File: src/rtl/ppd_pkg.sv
// Shared types and constants for the planar point distance block.
// No dependencies; used by ppd_isqrt and planar_point_distance.

package ppd_pkg;

    // Metric selection codes held in the metric_mode register.
    typedef enum logic [1:0] {
        METRIC_EUCLID      = 2'd0,
        METRIC_MANHATTAN   = 2'd1,
        METRIC_EUCLID_CEIL = 2'd2,
        METRIC_CHEBYSHEV   = 2'd3
    } metric_t;

    // Byte address of the metric_mode register.
    localparam logic [2:0] ADDR_METRIC_MODE = 3'd0;

    // Root digits resolved by each square root pipeline stage.
    localparam int SQRT_DIGITS_PER_STAGE = 2;

endpackage

File: src/rtl/ppd_isqrt.sv
// Pipelined integer square root with valid/ready flow control and a sideband.
// Depends on ppd_pkg for the number of root digits per stage.

module ppd_isqrt #(
    parameter int ROOT_W = 25,
    parameter int SIDE_W = 25
) (
    input  logic                  aclk,
    input  logic                  aresetn,
    input  logic                  in_valid,
    output logic                  in_ready,
    input  logic [2*ROOT_W-1:0]   in_rad,
    input  logic [SIDE_W-1:0]     in_side,
    output logic                  out_valid,
    input  logic                  out_ready,
    output logic [ROOT_W-1:0]     out_root,
    output logic                  out_exact,
    output logic [SIDE_W-1:0]     out_side
);

    localparam int DPS    = ppd_pkg::SQRT_DIGITS_PER_STAGE;
    localparam int NST    = (ROOT_W + DPS - 1) / DPS;
    localparam int PR     = NST * DPS;
    localparam int PRAD_W = 2 * PR;
    localparam int REM_W  = PR + 2;

    logic [NST-1:0]    v_reg;
    logic [REM_W-1:0]  rem_reg  [NST];
    logic [PR-1:0]     q_reg    [NST];
    logic [PRAD_W-1:0] rad_reg  [NST];
    logic [SIDE_W-1:0] side_reg [NST];

    logic [NST-1:0]    vin;
    logic [REM_W-1:0]  rem_next  [NST];
    logic [PR-1:0]     q_next    [NST];
    logic [PRAD_W-1:0] rad_next  [NST];
    logic [SIDE_W-1:0] side_next [NST];
    logic [NST:0]      rdy;

    // A stage moves when it is empty or the stage after it moves.
    always_comb begin
        rdy[NST] = out_ready;
        for (int k = NST - 1; k >= 0; k--) begin
            rdy[k] = !v_reg[k] || rdy[k+1];
        end
    end

    // Each stage resolves DPS root digits by restoring digit recurrence,
    // taking two radicand bits from the top for every digit.
    always_comb begin
        logic [REM_W-1:0]  rem_v;
        logic [REM_W-1:0]  rem_sh;
        logic [REM_W-1:0]  trial;
        logic [PR-1:0]     q_v;
        logic [PRAD_W-1:0] rad_v;
        for (int k = 0; k < NST; k++) begin
            if (k == 0) begin
                vin[k]       = in_valid;
                rem_v        = '0;
                q_v          = '0;
                rad_v        = PRAD_W'(in_rad);
                side_next[k] = in_side;
            end else begin
                vin[k]       = v_reg[k-1];
                rem_v        = rem_reg[k-1];
                q_v          = q_reg[k-1];
                rad_v        = rad_reg[k-1];
                side_next[k] = side_reg[k-1];
            end
            for (int j = 0; j < DPS; j++) begin
                rem_sh = {rem_v[REM_W-3:0], rad_v[PRAD_W-1 -: 2]};
                rad_v  = {rad_v[PRAD_W-3:0], 2'b00};
                trial  = {q_v, 2'b01};
                if (rem_sh >= trial) begin
                    rem_v = rem_sh - trial;
                    q_v   = {q_v[PR-2:0], 1'b1};
                end else begin
                    rem_v = rem_sh;
                    q_v   = {q_v[PR-2:0], 1'b0};
                end
            end
            rem_next[k] = rem_v;
            q_next[k]   = q_v;
            rad_next[k] = rad_v;
        end
    end

    always_ff @(posedge aclk) begin
        for (int k = 0; k < NST; k++) begin
            if (!aresetn) begin
                v_reg[k] <= 1'b0;
            end else if (rdy[k]) begin
                v_reg[k] <= vin[k];
            end
            if (vin[k] && rdy[k]) begin
                rem_reg[k]  <= rem_next[k];
                q_reg[k]    <= q_next[k];
                rad_reg[k]  <= rad_next[k];
                side_reg[k] <= side_next[k];
            end
        end
    end

    assign in_ready  = rdy[0];
    assign out_valid = v_reg[NST-1];
    assign out_root  = q_reg[NST-1][ROOT_W-1:0];
    assign out_exact = (rem_reg[NST-1] == '0);
    assign out_side  = side_reg[NST-1];

    // The final remainder never exceeds twice the root.
    a_rem_bound: assert property (@(posedge aclk) disable iff (!aresetn)
        out_valid |-> rem_reg[NST-1] <= REM_W'({q_reg[NST-1], 1'b0}))
        else $error("square root remainder above twice the root");

    // Padding digits above the root width always resolve to zero.
    a_root_fits: assert property (@(posedge aclk) disable iff (!aresetn)
        out_valid |-> (q_reg[NST-1] >> ROOT_W) == '0)
        else $error("square root exceeds its width");

    // A stalled last stage keeps its result.
    a_last_hold: assert property (@(posedge aclk) disable iff (!aresetn)
        out_valid && !out_ready |=> out_valid && $stable(q_reg[NST-1]))
        else $error("square root result changed while stalled");

endmodule

File: src/rtl/planar_point_distance.sv
// Stages for differences, magnitudes, squares and the sum of squares feed the
// square root stages, which resolve two root digits each, and then an output
// register. Throughput: one pair of points per cycle; every stage holds
// while the stage after it is full and stalled, and empty stages fill up.
// Reset (aresetn low, synchronous) empties the pipeline and sets metric_mode to
// Euclidean. Depends on ppd_pkg and ppd_isqrt.

module planar_point_distance #(
    parameter int COORD_WIDTH = 24,
    parameter int FRAC_BITS   = 8
) (
    input  logic        aclk,
    input  logic        aresetn,

    // Input points.
    input  logic        s_tvalid,
    output logic        s_tready,
    // From bit 0 up: first_x, first_y, second_x, second_y, zero fill to bytes.
    input  logic [((4*COORD_WIDTH+7)/8)*8-1:0] s_tdata,

    // Distances.
    output logic        m_tvalid,
    input  logic        m_tready,
    // From bit 0 up: distance, zero fill to bytes.
    output logic [((COORD_WIDTH+1+7)/8)*8-1:0] m_tdata,

    // Configuration port.
    input  logic        psel,
    input  logic        penable,
    input  logic        pwrite,
    input  logic [2:0]  paddr,
    input  logic [31:0] pwdata,
    output logic [31:0] prdata,
    output logic        pready
);

    localparam int CW     = COORD_WIDTH;
    localparam int OUT_W  = CW + 1;
    localparam int SUM_W  = 2 * CW + 1;
    localparam int ODAT_W = ((CW + 1 + 7) / 8) * 8;
    localparam logic [OUT_W-1:0] UNIT_V    = OUT_W'(64'd1 << FRAC_BITS);
    localparam logic [OUT_W-1:0] FRAC_MASK = OUT_W'((64'd1 << FRAC_BITS) - 64'd1);

    // ------------------------------------------------------------------
    // Configuration register. Software writes it only while the pipeline is empty;
    // the block does not enforce this, and the stages read it directly.
    // ------------------------------------------------------------------
    ppd_pkg::metric_t metric_mode_reg;
    logic             cfg_write;

    assign pready    = 1'b1;
    assign cfg_write = psel && penable && pwrite && pready
                       && (paddr[2] == ppd_pkg::ADDR_METRIC_MODE[2]);

    always_ff @(posedge aclk) begin
        if (!aresetn) begin
            metric_mode_reg <= ppd_pkg::METRIC_EUCLID;
        end else if (cfg_write) begin
            metric_mode_reg <= ppd_pkg::metric_t'(pwdata[1:0]);
        end
    end

    always_comb begin
        if (paddr[2] == ppd_pkg::ADDR_METRIC_MODE[2]) begin
            prdata = 32'(metric_mode_reg);
        end else begin
            prdata = '0;
        end
    end

    // ------------------------------------------------------------------
    // Flow control. Each stage advances when it is empty or the stage after
    // it advances, so bubbles collapse and a waiting result does not stop
    // new transfers from entering the upper stages.
    // ------------------------------------------------------------------
    logic v1_reg, v2_reg, v3_reg, v4_reg, m_tvalid_reg;
    logic rdy1, rdy2, rdy3, rdy4, rdy_out;
    logic sq_in_ready, sq_out_valid, sq_exact;
    logic [OUT_W-1:0] sq_root, sq_simple;

    assign rdy_out  = !m_tvalid_reg || m_tready;
    assign rdy4     = !v4_reg || sq_in_ready;
    assign rdy3     = !v3_reg || rdy4;
    assign rdy2     = !v2_reg || rdy3;
    assign rdy1     = !v1_reg || rdy2;
    assign s_tready = rdy1;

    // Stage 1: signed coordinate differences, one bit wider than a coordinate.
    logic [CW-1:0] fx, fy, sx, sy;
    logic [CW:0]   dx1_reg, dy1_reg;

    assign fx = s_tdata[CW-1:0];
    assign fy = s_tdata[2*CW-1:CW];
    assign sx = s_tdata[3*CW-1:2*CW];
    assign sy = s_tdata[4*CW-1:3*CW];

    always_ff @(posedge aclk) begin
        if (!aresetn) begin
            v1_reg <= 1'b0;
        end else if (rdy1) begin
            v1_reg <= s_tvalid;
        end
        if (s_tvalid && rdy1) begin
            dx1_reg <= {fx[CW-1], fx} - {sx[CW-1], sx};
            dy1_reg <= {fy[CW-1], fy} - {sy[CW-1], sy};
        end
    end

    // Stage 2: magnitudes. The difference of two coordinates never exceeds
    // 2^CW - 1 in magnitude, so it fits a coordinate's width unsigned.
    logic [CW:0]   adx_full, ady_full;
    logic [CW-1:0] adx2_reg, ady2_reg;

    assign adx_full = dx1_reg[CW] ? ((CW+1)'(0) - dx1_reg) : dx1_reg;
    assign ady_full = dy1_reg[CW] ? ((CW+1)'(0) - dy1_reg) : dy1_reg;

    always_ff @(posedge aclk) begin
        if (!aresetn) begin
            v2_reg <= 1'b0;
        end else if (rdy2) begin
            v2_reg <= v1_reg;
        end
        if (v1_reg && rdy2) begin
            adx2_reg <= adx_full[CW-1:0];
            ady2_reg <= ady_full[CW-1:0];
        end
    end

    // Stage 3: squares for the Euclidean metrics, and the Manhattan or
    // Chebyshev distance, which then rides along as a sideband.
    logic [2*CW-1:0]  sqx3_reg, sqy3_reg, sqx_next, sqy_next;
    logic [OUT_W-1:0] simple_next, simple3_reg, simple4_reg;

    assign sqx_next = adx2_reg * adx2_reg;
    assign sqy_next = ady2_reg * ady2_reg;

    always_comb begin
        if (metric_mode_reg == ppd_pkg::METRIC_MANHATTAN) begin
            simple_next = {1'b0, adx2_reg} + {1'b0, ady2_reg};
        end else if (adx2_reg > ady2_reg) begin
            simple_next = {1'b0, adx2_reg};
        end else begin
            simple_next = {1'b0, ady2_reg};
        end
    end

    always_ff @(posedge aclk) begin
        if (!aresetn) begin
            v3_reg <= 1'b0;
        end else if (rdy3) begin
            v3_reg <= v2_reg;
        end
        if (v2_reg && rdy3) begin
            sqx3_reg    <= sqx_next;
            sqy3_reg    <= sqy_next;
            simple3_reg <= simple_next;
        end
    end

    // Stage 4: sum of squares.
    logic [SUM_W-1:0] sum4_reg;

    always_ff @(posedge aclk) begin
        if (!aresetn) begin
            v4_reg <= 1'b0;
        end else if (rdy4) begin
            v4_reg <= v3_reg;
        end
        if (v3_reg && rdy4) begin
            sum4_reg    <= {1'b0, sqx3_reg} + {1'b0, sqy3_reg};
            simple4_reg <= simple3_reg;
        end
    end

    // Square root stages: the root of a sum of squares of CW-bit values has
    // CW+1 bits, which is also the output width.
    ppd_isqrt #(
        .ROOT_W (OUT_W),
        .SIDE_W (OUT_W)
    ) u_isqrt (
        .aclk      (aclk),
        .aresetn   (aresetn),
        .in_valid  (v4_reg),
        .in_ready  (sq_in_ready),
        .in_rad    ({1'b0, sum4_reg}),
        .in_side   (simple4_reg),
        .out_valid (sq_out_valid),
        .out_ready (rdy_out),
        .out_root  (sq_root),
        .out_exact (sq_exact),
        .out_side  (sq_simple)
    );

    // Output stage: pick the metric. Rounding up clears the fraction and adds
    // one unit unless the root is an exact whole number.
    logic [OUT_W-1:0] ceil_dist, dist_next, dist_reg;

    always_comb begin
        if (sq_exact && ((sq_root & FRAC_MASK) == '0)) begin
            ceil_dist = sq_root;
        end else begin
            ceil_dist = (sq_root & ~FRAC_MASK) + UNIT_V;
        end
    end

    always_comb begin
        case (metric_mode_reg)
            ppd_pkg::METRIC_EUCLID:      dist_next = sq_root;
            ppd_pkg::METRIC_EUCLID_CEIL: dist_next = ceil_dist;
            ppd_pkg::METRIC_MANHATTAN,
            ppd_pkg::METRIC_CHEBYSHEV:   dist_next = sq_simple;
            default:                     dist_next = sq_root;
        endcase
    end

    always_ff @(posedge aclk) begin
        if (!aresetn) begin
            m_tvalid_reg <= 1'b0;
        end else if (rdy_out) begin
            m_tvalid_reg <= sq_out_valid;
        end
        if (sq_out_valid && rdy_out) begin
            dist_reg <= dist_next;
        end
    end

    assign m_tvalid = m_tvalid_reg;
    assign m_tdata  = ODAT_W'(dist_reg);

    // An accepted transfer always lands in the first stage.
    a_enter: assert property (@(posedge aclk) disable iff (!aresetn)
        s_tvalid && s_tready |=> v1_reg)
        else $error("accepted transfer lost at pipeline entry");

    // A blocked first stage keeps its differences.
    a_stage1_hold: assert property (@(posedge aclk) disable iff (!aresetn)
        v1_reg && !rdy2 |=> v1_reg && $stable(dx1_reg) && $stable(dy1_reg))
        else $error("first stage changed while blocked");

    // A sum that the square root cannot take yet stays in place.
    a_sum_hold: assert property (@(posedge aclk) disable iff (!aresetn)
        v4_reg && !sq_in_ready |=> v4_reg && $stable(sum4_reg))
        else $error("sum of squares changed while blocked");

    // A finished root moves into an output register that has room.
    a_out_load: assert property (@(posedge aclk) disable iff (!aresetn)
        sq_out_valid && rdy_out |=> m_tvalid)
        else $error("finished distance not loaded into the output register");

endmodule
File: config.mk
export PLATFORM = sky130hd
export DESIGN_NAME = planar_point_distance
export DESIGN_NICKNAME = d
export VERILOG_FILES = /design/src/rtl/ppd_pkg.sv /design/src/rtl/ppd_isqrt.sv /design/src/rtl/planar_point_distance.sv
export SDC_FILE = /design/constraint.sdc
export NUM_CORES = 2
export LEC_CHECK = 0
export ABC_AREA = 1
export BUFFER_PORTS_ARGS = -buffer_cell sky130_fd_sc_hd__buf_2
export CAP_MARGIN = 20
export CELL_PAD_IN_SITES_DETAIL_PLACEMENT = 0
export CELL_PAD_IN_SITES_GLOBAL_PLACEMENT = 1
export CORE_UTILIZATION = 26
export DETAILED_ROUTE_END_ITERATION = 10
export MAX_ROUTING_LAYER = met4
export PLACE_DENSITY_LB_ADDON = 0.1
export SYNTH_ARGS = -nofsm -noshare
export SYNTH_HDL_FRONTEND = slang
export SYNTH_SLANG_ARGS = --single-unit
File: constraint.sdc
create_clock -name aclk -period 9.5 [get_ports aclk]
set_input_delay 0.475 -clock aclk [delete_from_list [all_inputs] [get_ports aclk]]
set_output_delay 0.475 -clock aclk [all_outputs]
set_load 0.05 [all_outputs]
==> results.json <==
{
  "clk_path_buf_depth": 4,
  "dp_slack_ns": 1.56,
  "multi_input_area_sq_mm": 0.0651,
  "required_ns": 10.13,
  "port_buffers": 134,
  "maxCapViolCount": 0,
  "vias": 89300,
  "cts.repair.resized": 0,
  "arrival_ns": 8.41,
  "finalCritPeriodShare_pct": 81.9,
  "vias_per_cell": 4.33,
  "yosysWarnings": 0,
  "clock-root-buffer": "clkbuf_16",
  "cts_max_level": 4,
  "final_hold_viol_count": 0,
  "crit_type": "reg -> reg",
  "seqCellArea_sq_mm": 0.0436,
  "path_buf_inv": 7,
  "ys_types": 69,
  "syn_inst": 14100,
  "nets": 16200,
  "cts_tree": "done",
  "die_w_um": 683,
  "first_iter_violations": 4885,
  "numCtsBuffers": 189,
  "clock_sink_count": 1457,
  "setup_ws_ns": 1.72,
  "rsz0062_at_grt": "no",
  "ant_nets": 0,
  "insertion_delay_ns": 0.92,
  "grt_pass1_vias": 93500,
  "layout-drive-gt1-share_pct": 5.00,
  "wl_per_cell_um": 18.9,
  "cp_slowest_cell": "edfxtp_1",
  "synthToLayoutAreaGrowth_pct": 11.7,
  "slew_headroom_pct": 29.8,
  "nFillCells": 49900,
  "critPathMaxStageDelay_ns": 0.98,
  "grt.total_usage_pct": 16.9,
  "netlist_area_sq_mm": 0.121,
  "finalMaxSlewViolations": 0,
  "drc": 0,
  "post-route-util_pct": 29.2,
  "clk_pin_slew_ns": 0.07,
  "largest_reg_flops": 325,
  "synth-seq-area-share_pct": 36.1,
  "post-dp-hpwl_mm": 323,
  "start_util_pct": 26.2,
  "crit_path_end_kind": "register",
  "cpMostUsedCell": "fa_1",
  "grt_pass1_wl_mm": 588,
  "dpl_cell_area_sq_mm": 0.129,
  "rows": 249,
  "gp_routability_congestion": 0.848,
  "worstSetupStartpointType": "register",
  "grt_overflow_total": 0,
  "wl_mm": 390,
  "ys_ff_latch": 1457,
  "timing.fmax_mhz": 128,
  "fin_worst_skew_ns": 0.0806,
  "synthFlopType": "edfxtp_1",
  "synth-edff-count": 1437,
  "finalInstanceArea_sq_mm": 0.135,
  "crit_fanout": 14,
  "setup_viol": 0,
  "dr.pass1.iters": 9,
  "fin_setup_tns_ns": 0,
  "run_status": "finished, final reports clean",
  "grt_max_degree": 65,
  "tightest_slew_ns": 1.05,
  "syn_avg_cell_area_sq_um": 8.54,
  "min_path_type": "in -> reg",
  "io_pins": 205,
  "antenna_found_initial": 12,
  "synth_async_sr_flop_share_pct": 0,
  "die_y_um": 683,
  "core_sq_mm": 0.461,
  "period_needed_ns": 7.78,
  "cpLargestDelayFamily": "adder cells",
  "die_area_sq_mm": 0.467
}
-- layer usage --
| metal | vias up | track usage (%) | routed length (um) |
|---|---|---|---|
| met5 | - | - | 0 |
| met4 | 0 | 3.31 | 8140 |
| met3 | 330 | 1.39 | 9180 |
| met2 | 1097 | 29.7 | 195000 |
| met1 | 42400 | 21.3 | 178000 |
| li1 | 45500 | - | - |
-- cells in the mapped netlist (all sizes together) (6+ instances only) --
library cell	instances	share of area (%)
a21o	41	0.26
o21bai	42	0.26
clkbuf	176	0.55
dfxtp	20	0.33
ha	848	8.8
a211oi	6	0.037
fa	848	14
o2111ai	6	0.044
a21boi	20	0.12
nor2	1131	3.7
xnor2	212	1.5
and3	6	0.031
nand3b	41	0.26
nand3	654	2.8
o21a	44	0.27
a31oi	104	0.54
o31ai	8	0.050
a21oi	757	3.2
buf	97	0.61
xor2	348	2.5
o211ai	22	0.14
nor4	28	0.15
inv	2893	9.0
or2	27	0.14
nand4	171	0.91
nand2	3361	11
and2	10	0.054
a22oi	12	0.075
edfxtp	1437	36
o21ai	578	2.4
nor3	146	0.63
-- cell families (layout without fill, tap and decap cells) --
group	Yosys count	after routing	share of synthesized area, %
and+or+nand+nor	5581	5581	19.3
buffers and inverters	3171	3488	10.2
adders and majority gates	1696	1696	22.9
AOI/OAI and AO/OA	1663	1663	7.55
DFF	1457	1457	36.1
xor gates and xnor gates	560	560	4.06
other	2	44	0.00622
-- worst paths after layout --
| check | slack, ns | cells after the start | to | from |
|---|---|---|---|---|
| max reg2reg | 1.72 | 27 | sqx3_reg[42]$_DFFE_PP_ | adx2_reg[16]$_DFFE_PP_ |
| max | 1.72 | 27 | sqx3_reg[42]$_DFFE_PP_ | adx2_reg[16]$_DFFE_PP_ |
| min | 0.08 | 3 | dx1_reg[0]$_DFFE_PP_ | s_tdata[48] |
| min reg2reg | 0.38 | 0 | u_isqrt.side_reg[0][121]$_DFFE_PP_ | u_isqrt.side_reg[0][96]$_DFFE_PP_ |
-- cell type report --
class / instances / share of cell area, %
sequential: 1457 / 32.3
timing repair buffer: 249 / 1.19
inverter: 2898 / 8.08
clock inverter: 112 / 0.754
tap: 6149 / 5.71
antenna: 5 / 0.00928
multi-input combinational: 9539 / 48.3
clock buffer: 229 / 3.67
-- layout by cell type (no fill, tap or decap), drive strengths merged, types with 27 or more instances in the layout --
master	n
nor2	1131
o21a	44
nand3	654
conb	39
ha	848
inv	2900
a31oi	104
a21oi	757
nor3	146
nand3b	41
nor4	28
edfxtp	1437
fa	848
clkinv	85
nand4	171
a21o	41
nand2	3361
o21ai	578
buf	232
clkbuf	229
xor2	348
xnor2	212
or2	27
o21bai	42
-- metrics by stage --
stage               std cells  hold WS, ns
finish                  20600       0.0756
floorplan               14200        0.400
global route            20600       0.0274
detailed placement      20300        0.405
global placement        20300        0.400
CTS                     20600     0.000828
-- timing repair --
action | CTS | global route
hold buffers | 17 | 0
setup buffers | 0 | 0
endpoints found under the hold margin | 14 | 0
setup endpoints to repair | 0 | 0
-- worst min-delay path, cell delays in order --
cell and delay, ns:
buf_2 0.08, ha_1 0.17, inv_1 0.05
Power is not shown: default switching activity piles up to over one toggle a cycle in this logic, so the estimate is an artifact.
